--- src/htpa_dense_mem.sv ---
`default_nettype none

// Dense position to slot map, one write and one registered read port.
module htpa_dense_mem #(
	parameter int DEPTH = 256,
	parameter int AW    = 8
) (
	input  wire logic          clk,
	input  wire logic          rd_en,
	input  wire logic [AW-1:0] rd_addr,
	output      logic [AW-1:0] rd_data,
	input  wire logic          we,
	input  wire logic [AW-1:0] wr_addr,
	input  wire logic [AW-1:0] wr_data
);

	logic [AW-1:0] mem [DEPTH];

	always_ff @(posedge clk) begin
		if (we) begin
			mem[wr_addr] <= wr_data;
		end
	end

	always_ff @(posedge clk) begin
		if (rd_en) begin
			rd_data <= mem[rd_addr];
		end
	end

endmodule

`default_nettype wire

--- config.mk ---
export PLATFORM = sky130hd
export DESIGN_NAME = htpa_dense_mem
export DESIGN_NICKNAME = d
export VERILOG_FILES = /design/src/htpa_dense_mem.sv
export SDC_FILE = /design/constraint.sdc
export NUM_CORES = 2
export LEC_CHECK = 0
export CAP_MARGIN = 40
export CORE_MARGIN = 10
export CORE_UTILIZATION = 30
export DETAILED_ROUTE_END_ITERATION = 12
export DONT_BUFFER_PORTS = 1
export PLACE_DENSITY_LB_ADDON = 0.08
export SLEW_MARGIN = 20
export SYNTH_ARGS = -nofsm -noshare
export SYNTH_HDL_FRONTEND = slang
export SYNTH_SLANG_ARGS = --single-unit
--- constraint.sdc ---
create_clock -name clk -period 4.5 [get_ports clk]
set_input_delay 0.45 -clock clk [delete_from_list [all_inputs] [get_ports clk]]
set_output_delay 0.45 -clock clk [all_outputs]
set_load 0.01 [all_outputs]
# == Yosys cells after proc, flatten, opt, wreduce, memory -nomap -nowiden ==
# Memories as Yosys holds them, arrays and structs flattened. A register that Yosys moved wholly into a read port is not among the register bits.
# Index checks and enable logic that the tools add are counted.
# word_totals
reg_bits,0
ramBits,2048
in_bits,27
out_inout_bits,8
n_memories,1
# classes
n_mux,2
# memory_table
name,depth,word_bits,rd,rd_clocked_by_memory_dff,write_ports,line,text
mem,256,8,1,1,1,17,logic [AW-1:0] mem [DEPTH];
# op_table
op,n
two-way mux 1 bit,2

# == Longest topological paths before layout ==
# logic_depth
depth_word,2
depth_mapped,11
depth_no_buf,6

# == Least setup slack after synthesis ==
# No wires, ideal clock.
# synth_timing
kind,input to register
start,in rd_addr[0]
end,"reg rd_data[2] (read register of mem), data pin"
setup_ps,269
t_arrival_ps,2257
required_time_ps,4231
setup_slack_ps,1974
cell_stages,9
cell_sequence,buf_6 -> buf_12 -> buf_8 -> buf_2 -> mux4_2 -> a22oi_1 -> a21oi_1 -> nor4_1 -> nor4_2
# synth_rtl
item,line,text
"start, declared",10,"input wire logic [AW-1:0] rd_addr,"
"end, declared",11,"output logic [AW-1:0] rd_data,"

==> impl_metrics.py <==
metrics = {
    "run_status": {
        "status": "finished with violations",
        "violations": "max-slew violations",
    },
    "global_route": {
        "grt_pass1_wl_mm": 334.6,
        "track_usage": 0.1641,
        "grt_pass1_vias": 40746,
        "grt_antenna_before_repair": 11,
        "gr-total-overflow": 0,
        "grt_start_max_net_pins": 579,
    },
    "detailed_routing": {
        "vias_per_cell": 4.961,
        "wl_per_cell_um": 30.79,
        "drc": 0,
        "routed_wl_mm": 240.6,
        "vias": 38774,
        "ant_nets": 0,
        "first_pass_iters": 7,
        "drt-initial-drc-count": 3597,
    },
    "power": {
        "p_sw_w": 0.008943,
        "ir_drop_uv": 401.3,
        "power.internal_w": 0.03205,
        "combinationalPowerShare": 0.045,
        "clkPwrFrac": 0.438,
        "p_per_area_nw_per_um2": 439.9,
        "finalPower_w": 0.04099,
        "p_leak_nw": 28.84,
        "p_seq_frac": 0.517,
        "p_sw_frac": 0.2182,
    },
    "logic_synthesis": {
        "ys_ff_latch": 2056,
        "synthesis.area_um2": 79640,
        "synth_nets": 3760,
        "synth_top_family_by_area": "multiplexers",
        "yosys.area_share.simple": 0.02625,
        "ys_warn_count": 0,
        "synth_ff_type": "edfxtp_1",
        "synth_cell_type_count": 54,
        "synthArstFlopShare": 0,
        "synth_edf_count": 2056,
        "synth_most_common_cell": "edfxtp_1",
        "synthCells": 3733,
        "synth_xor_area_frac": 0,
        "synth-seq-area-share": 0.7753,
        "synth_compound_area_frac": 0.03416,
        "avgSynthCellArea_um2": 21.33,
        "synthTopCellsByCount": "edfxtp_1, mux4_2, nor2_1",
        "ys_top_cells_by_area": "edfxtp_1, mux4_2, mux2i_1",
        "synth.top_cell.area_share": 0.7753,
        "yosys.area.top_type": "edfxtp_1",
        "synth_mux_area_frac": 0.1460,
        "synthAdderAreaFrac": 0,
    },
    "timing": {
        "layout_worst_path_cycle_share": 0.8849,
        "rsz0062_at_grt": "no",
        "min_period_ns": 3.982,
        "finalClockSkew_ns": 0.04990,
        "worst_slew_pin_slew_ns": 1.622,
        "setup_viol": 0,
        "setup_tns_ns": 0,
        "final_hold_viol_count": 0,
        "slew-limit-headroom": -0.08101,
        "drv_slew": 106,
        "fmax_mhz": 251.1,
    },
    "die": {
        "die_area_um2": 286500,
        "rows": 189,
        "ioPinCount": 35,
        "core_um2": 264600,
        "fp.dieW_um": 535.2,
        "die_y_um": 535.2,
        "start_util": 0.3009,
    },
    "worst_setup_path": {
        "worstRegToRegCells": 7,
        "startpoint_type": "input pin",
        "path_class": "in -> reg",
        "critPathCaptureType": "flop",
        "arrival_ns": 4.56,
        "path_max_fanout": 89,
        "cp.required_ns": 5.08,
    },
    "clock_network": {
        "cts_inserted_buffers": 229,
        "root_buffer": "clkbuf_16",
        "cts.sinks": 2056,
        "htreeDepth": 4,
        "clk_path_buf_depth": 3,
        "path_clk_slew_ns": 0.06,
        "cts_tree": "yes",
        "clock_latency_ns": 0.86,
        "cts_setup_buffers": 0,
    },
    "finish": {
        "drive_gt1_frac": 0.2665,
        "utilization": 0.3522,
        "area_growth_pct": 17.01,
        "fin_area_um2": 93190,
        "nets": 4109,
    },
    "placement": {
        "place.gp.congestion": 0.7548,
        "port-buffer-count": 0,
        "dp_hpwl_mm": 132.1,
        "dpl_cell_area_um2": 85020,
    },
    "worst_hold_path": {
        "hp-class": "in -> reg",
        "hold_depth": 2,
    },
    "flow_run": {
        "max_cap_viol_count": 0,
    },
}
[final cells by class]
| class | count | area [um^2] |
|---|---|---|
| fill | 24550 | 171400 |
| sequential | 2056 | 61740 |
| multi-input combinational | 1442 | 16580 |
| clock buffer | 286 | 6030 |
| tap | 3533 | 4420 |
| timing repair buffer | 351 | 3276 |
| clock inverter | 137 | 1114 |
| antenna | 8 | 20.02 |
| inverter | 2 | 7.507 |
[layout by cell type, fill, tap and decap left out, types with 9 or more instances in the layout]
cell type  instances
a211oi_1          16
a21oi_1           96
a221oi_1          13
a22oi_1          133
buf_16            26
buf_4            297
bufinv_16         14
clkbuf_1          53
clkbuf_16        234
clkinv_1          70
clkinv_2          38
edfxtp_1        2056
mux2i_1          134
mux4_2           454
nand2_1           32
nand3_1           25
nand3_2            9
nand4_1           10
nor2_1           276
nor2b_1           28
nor3_1            22
nor4_1            19
o211ai_1          10
o21ai_0           10
o221ai_1          46
o22ai_1           28
[worst max-delay path, cell delays in order]
cell and delay [ns]:
buf_16 0.39, buf_16 0.44, buf_16 0.56, mux4_2 0.60
a22oi_1 0.45, a21oi_1 0.26, nor4_1 0.62, buf_4 0.26
nor4_1 0.05
[what timing repair did]
item,CTS,global route
gates resized for setup,0,0
endpoints found under the setup margin,0,1
endpoints found under the hold margin,1517,7
hold buffers,20,2
[sequential cells by signal, summed over array words and instances (netlist names)]
name,cells
mem,2048
rd_data,8
[cell families after synthesis]
kind of cell,after synthesis
AO/OA/AOI/OAI,385
buffers and inverters,235
flip-flops,2056
multiplexers,591
AND/OR/NAND/NOR,466
[worst paths after layout]
path | from | end | slack, ns
worst min-delay path | wr_addr[2] | mem[173][0] | 0.08
worst min register to register | mem[32][5] | rd_data[5] | 1.22
worst max register to register | mem[81][3] | rd_data[3] | 1.48
worst max-delay path | rd_addr[0] | rd_data[4] | 0.52
[layer usage]
metal  up-vias  track usage  share of wire  wire length (um)
met3       288      0.02610          0.038              9235
met5         -            0              0                 0
met4         0      0.03602          0.020              4831
met1     21205       0.2310           0.46            109900
met2       826       0.2684           0.48            116600
li1      16455            -              -                 -
[power by group through the flow]
stage               Sequential [W]  Clock (W)  Combinational [W]
global route                0.0212     0.0193            0.00197
global placement            0.0216          0            0.00126
finish                      0.0212     0.0180            0.00186
detailed placement          0.0216          0            0.00129
floorplan                   0.0215          0            0.00103
CTS                         0.0212     0.0185            0.00170
[per-stage QoR]
| stage | setup slack, ns | hold slack [ns] | cells |
|---|---|---|---|
| 4_1_cts | 1.463 | 0.01202 | 7763 |
| 6_report | 0.5179 | 0.07615 | 7815 |
| 2_1_floorplan | 1.974 | 0.5489 | 3733 |
| 5_1_grt | 0.3398 | 0.04249 | 7809 |
| 3_5_place_dp | 0.5670 | 0.5912 | 7320 |
| 3_3_place_gp | 0.4372 | 0.5946 | 7216 |
No activity file was read; power rests on OpenSTA's default activity.
