**config.mk**
```make
export PLATFORM = sky130hd
export DESIGN_NAME = htpa_slot_calc
export DESIGN_NICKNAME = d
export VERILOG_FILES = /design/src/htpa_pkg.sv /design/src/htpa_slot_calc.sv
export SDC_FILE = /design/constraint.sdc
export NUM_CORES = 1
export LEC_CHECK = 0
export ABC_AREA = 1
export BUFFER_PORTS_ARGS = -buffer_cell sky130_fd_sc_hd__buf_2
export CAP_MARGIN = 10
export CORE_MARGIN = 4
export CORE_UTILIZATION = 40
export DETAILED_ROUTE_END_ITERATION = 6
export GPL_TIMING_DRIVEN = 0
export PLACE_DENSITY = 0.81
export SKIP_CTS_REPAIR_TIMING = 1
export SLEW_MARGIN = 20
export SYNTH_ARGS = -nofsm -noshare
export SYNTH_HDL_FRONTEND = slang
export SYNTH_SLANG_ARGS = --single-unit
```
**constraint.sdc**
```tcl
create_clock -name clk -period 1.7 [get_ports clk]
set_input_delay 0.085 -clock clk [delete_from_list [all_inputs] [get_ports clk]]
set_output_delay 0.085 -clock clk [all_outputs]
set_load 0.05 [all_outputs]
```
**src/htpa_pkg.sv**
```systemverilog
`default_nettype none

package htpa_pkg;

	// Operation codes carried in the kind field.
	typedef enum logic [1:0] {
		KIND_CREATE   = 2'd0,
		KIND_REMOVE   = 2'd1,
		KIND_CONTAINS = 2'd2,
		KIND_CLEAR    = 2'd3
	} kind_t;

	// Result status codes.
	typedef enum logic [1:0] {
		ST_OK     = 2'd0,
		ST_FULL   = 2'd1,
		ST_ABSENT = 2'd2
	} status_t;

	// Control sequencer states.
	typedef enum logic [1:0] {
		S_IDLE,
		S_SLOT,
		S_COMMIT
	} state_t;

	localparam int HANDLE_W = 16;
	localparam int COUNT_W  = 9;
	localparam int DENSE_W  = 8;

	// Slot derived from an incoming handle.
	typedef struct packed {
		logic [HANDLE_W-1:0] slot;
		logic                in_range;
		logic                exact;
	} slot_info_t;

endpackage

`default_nettype wire

```
**src/htpa_slot_calc.sv**
```systemverilog
`default_nettype none

// Reduces a 16-bit handle modulo MAX_SLOTS by a reciprocal multiply.
// The quotient is registered at the input transfer; the remainder is then
// formed combinationally from it and the held handle.
module htpa_slot_calc import htpa_pkg::*; #(
	parameter int MAX_SLOTS = 256,
	parameter int DEPTH     = 256
) (
	input  wire logic                clk,
	input  wire logic                load,
	input  wire logic [HANDLE_W-1:0] handle_new,
	input  wire logic [HANDLE_W-1:0] handle_held,
	output      slot_info_t          info
);

	localparam int SHIFT = HANDLE_W + $clog2(MAX_SLOTS);
	localparam logic [63:0] RECIP =
		((64'd1 << SHIFT) + 64'(MAX_SLOTS) - 64'd1) / 64'(MAX_SLOTS);

	logic [48:0]         prod;
	logic [HANDLE_W-1:0] quot_q;
	logic [32:0]         qd;
	logic [32:0]         rem;

	// Quotient estimate, exact for every 16-bit handle with this shift.
	assign prod = 49'(handle_new) * 49'(RECIP[16:0]);

	always_ff @(posedge clk) begin
		if (load) begin
			quot_q <= prod[SHIFT +: HANDLE_W];
		end
	end

	// Remainder and range checks.
	assign qd  = 33'(quot_q) * 33'(MAX_SLOTS);
	assign rem = 33'(handle_held) - qd;

	always_comb begin
		info.slot     = rem[HANDLE_W-1:0];
		info.in_range = rem < 33'(DEPTH);
		info.exact    = handle_held == rem[HANDLE_W-1:0];
	end

endmodule

`default_nettype wire

```
### After elaboration in Yosys (flattened, before gate mapping)

Cells that the tools add are included.

* register bits after elaboration: 8
* latch bits: 0
* bits in writable memories: 0
* memory bits (read-only): 0
* input port bits: 34
* word-level logic and storage cells: 4
* memories kept: 0

* $add $sub $neg: 1
* multipliers: 0
* div/mod/pow operators: 0
* magnitude comparators: 1
* eq/ne operators: 1
* shift-type cells: 0
* mux-type cells: 0
* bitwise logic cells: 0
* reduce and logical (&&, ||, !) cells: 0

Operators with widths (count)
* $lt 33x9->1 const B: 1
* $sub 16x16->17: 1
* $eq 16x16->1: 1

### Longest topological paths before layout

* depth after elaboration: 2
* mapped depth: 14

### Worst setup path before layout

Ideal clock, no wire load.

* kind: reg2out
* start: register quot_q[0]
* end: output info[0] in the netlist's numbering
* data arrival time: 2430 ps
* path slack: -815 ps
* stages on the path, launching flop included: 11
* buffers on the path: 0
* path through: edfxtp_1 > ha_1 > fa_1 > inv_1 > nand2_1 > nand4_1 > nor2_1 > nand3_1 > nor2_1 > nand2_1 > nor2_1

RTL lines
* start: declaration: line htpa_slot_calc.sv:22 `logic [HANDLE_W-1:0] quot_q;`
* start signal: assignment: line htpa_slot_calc.sv:31 `quot_q <= prod[SHIFT +: HANDLE_W];`
* end: declaration: line htpa_slot_calc.sv:14 `output slot_info_t info`

==> results.sh <==
export IMPL_status="complete, but fails checks"
export IMPL_violations="negative setup slack"
export IMPL_drt_pass1_iterations=4
export IMPL_slew_limit_headroom_pct=79.08
export IMPL_start_util_pct=42.14
export IMPL_dieHeight_um=56.28
export IMPL_num_nets_final=240
export IMPL_start_kind="flip-flop"
export IMPL_cts_buffers=3
export IMPL_ant_nets=0
export IMPL_period_needed_ns=2.292
export IMPL_rsz0062_at_grt="yes"
export IMPL_grt_pass1_vias=822
export IMPL_wl_per_cell_um=11.57
export IMPL_clock_sinks=8
export IMPL_regMostFlops="quot_q"
export IMPL_biggestRegsByFlops="quot_q x8"
export IMPL_drc_errors=0
export IMPL_vias_per_cell=4.839
export IMPL_synth_avg_cell_area_um2=6.385
export IMPL_port_buffers=35
export IMPL_hold_ws_ns=0.01339
export IMPL_period_share_pct=134.8
export IMPL_synth_cell_types=15
export IMPL_maxCapViolCount=0
export IMPL_place_gp_congestion=0.7420
export IMPL_ys_seq_area_share_pct=25.77
export IMPL_finalSetupViolations=8
export IMPL_antenna_found_initial=0
export IMPL_rows=17
export IMPL_crit_family="adder cells"
export IMPL_grt_ovfl_total=0
export IMPL_synth_nets=189
export IMPL_fill_cells=169
export IMPL_synth_seq_cells=8
export IMPL_cts_tree="done"
export IMPL_slowest_delay_ns=0.55
export IMPL_leakagePower_uw=0.0008138
export IMPL_drive_gt1_share_pct=51.28
export IMPL_min_to="quot_q[3]"
export IMPL_num_antenna_cells=0
export IMPL_crit_path_end_kind="output port"
export IMPL_crit_chain="ha_2, fa_2, inv_2, nand2_2, nand4_1, nor2_1, nand3_1, nor2_1, nand2_1, nor2_4, buf_8"
export IMPL_yosys_warnings=0
export IMPL_fp_dieW_um=56.28
export IMPL_maxSlewViolCount=0
export IMPL_area_delta_synth_final_pct=69.80
export IMPL_drt_total_wl_mm=2.579
export IMPL_io_pins=52
export IMPL_crit_fanout=3
export IMPL_final_area_um2=1583
export IMPL_cp_arrival_ns=2.21
export IMPL_coreArea_um2=2212
export IMPL_dpl_hpwl_mm=1.743
export IMPL_clkTransAtPathRegs_ns=0.05
export IMPL_dpl_worst_slack_ns=-0.4319
export IMPL_p_per_area_nw_per_um2=753.9
export IMPL_placed_area_um2=1184
export IMPL_grt_pass1_wl_mm=3.174
export IMPL_cpMostUsedCell="nor2_1"
export IMPL_path_class="reg -> out"
export IMPL_setup_ws_ns=-0.5923
export IMPL_h_tree_depth=1
export IMPL_min_from="handle_new[11]"
export IMPL_grt_start_max_net_pins=9
export IMPL_syn_area_um2=932.1
export IMPL_hold_viol=0
export IMPL_die_area_um2=3167
export IMPL_hp_class="in -> reg"
export IMPL_vias=1079
export IMPL_largest_register_ffs=8
export IMPL_hold_path_depth=1
export IMPL_max_freq_mhz=436.2
export IMPL_fin_util_pct=71.55
export IMPL_worstPathRequired_ns=1.62
export IMPL_vdd_drop_max_mv=0.5383
export IMPL_cts_root_buf="clkbuf_4"
export IMPL_grt_usage_pct=12.30
export IMPL_path_buf_inv=2
export IMPL_tightestPinTransition_ns=0.3137
export IMPL_cp_slowest_cell="fa_2"
export IMPL_netlist_instances=146
export IMPL_clockBufferDepth=2
export IMPL_initialDrtViolationCount=18
per-stage QoR:
step           TNS, ns  std cells  total power, uW
6_report        -2.099        223             1193
5_1_grt         -3.005        223             1274
4_1_cts         -2.825        212            941.6
3_5_place_dp    -1.078        209            804.9
3_3_place_gp   -0.9570        209            796.1
2_1_floorplan  -0.6141        146            688.9
layout by cell type, fill, tap and decap left out, types with 5 or more instances in the layout:
cell | synthesis | layout
inv_1 | 34 | 28
buf_2 | 0 | 26
nand2_1 | 44 | 25
nand3_1 | 23 | 16
nand2_2 | 1 | 16
buf_4 | 8 | 12
edfxtp_1 | 8 | 8
buf_6 | 0 | 7
nand3_2 | 0 | 5
ha_4 | 0 | 5
buf_8 | 0 | 5
area by class of cell:
type	instances	area (um^2)	area share, %
plain buffers	8	60.06	3.794
clock buffers	3	22.52	1.423
inverters	34	133.9	8.458
multi-input cells	96	726.9	45.93
flip-flops and latches	8	240.2	15.18
well taps	28	35.03	2.213
repair buffers	46	364.1	23.00
cell usage after synthesis:
cell       n  area share [%]
nand2_1   44              18
inv_1     34              14
nand3_1   23              12
buf_4      8             6.4
edfxtp_1   8              26
ha_1       8              11
nor2_1     7             2.8
a21oi_1    5             2.7
nand3b_1   2             1.6
nand4_1    2             1.3
fa_1       1             2.1
nand2_2    1            0.67
nor3_1     1            0.54
o211ai_1   1            0.81
or2_1      1            0.67
where the power goes:
part           leakage (uW)  internal (uW)  switching [uW]
Clock             0.0000138           80.1            55.7
Sequential        0.0000783            235            6.15
Combinational      0.000722            326             489
Total              0.000814            642             551
logic make-up after synthesis:
kind of cell    synth area share [%]
simple gates                   37.72
buf+inv                        20.13
fa+ha+maj                      12.89
flops                          25.77
compound gates                 3.490
layer usage:
layer | share of wire (%) | GRT usage (%)
met1 | 40 | 14.33
met2 | 53 | 22.20
met3 | 6.5 | 1.839
met4 | 1.1 | 5.085
met5 | 0 | 0
worst max-delay path by stage:
stage | start | to | cells past startpoint
floorplan | quot_q[0] | info[0] | 10
global placement | quot_q[0] | info[0] | 11
detailed placement | quot_q[0] | info[0] | 12
CTS | quot_q[0] | info[0] | 12
global route | quot_q[0] | info[0] | 11
finish | quot_q[0] | info[0] | 11
No activity file was read; power rests on OpenSTA's default activity.
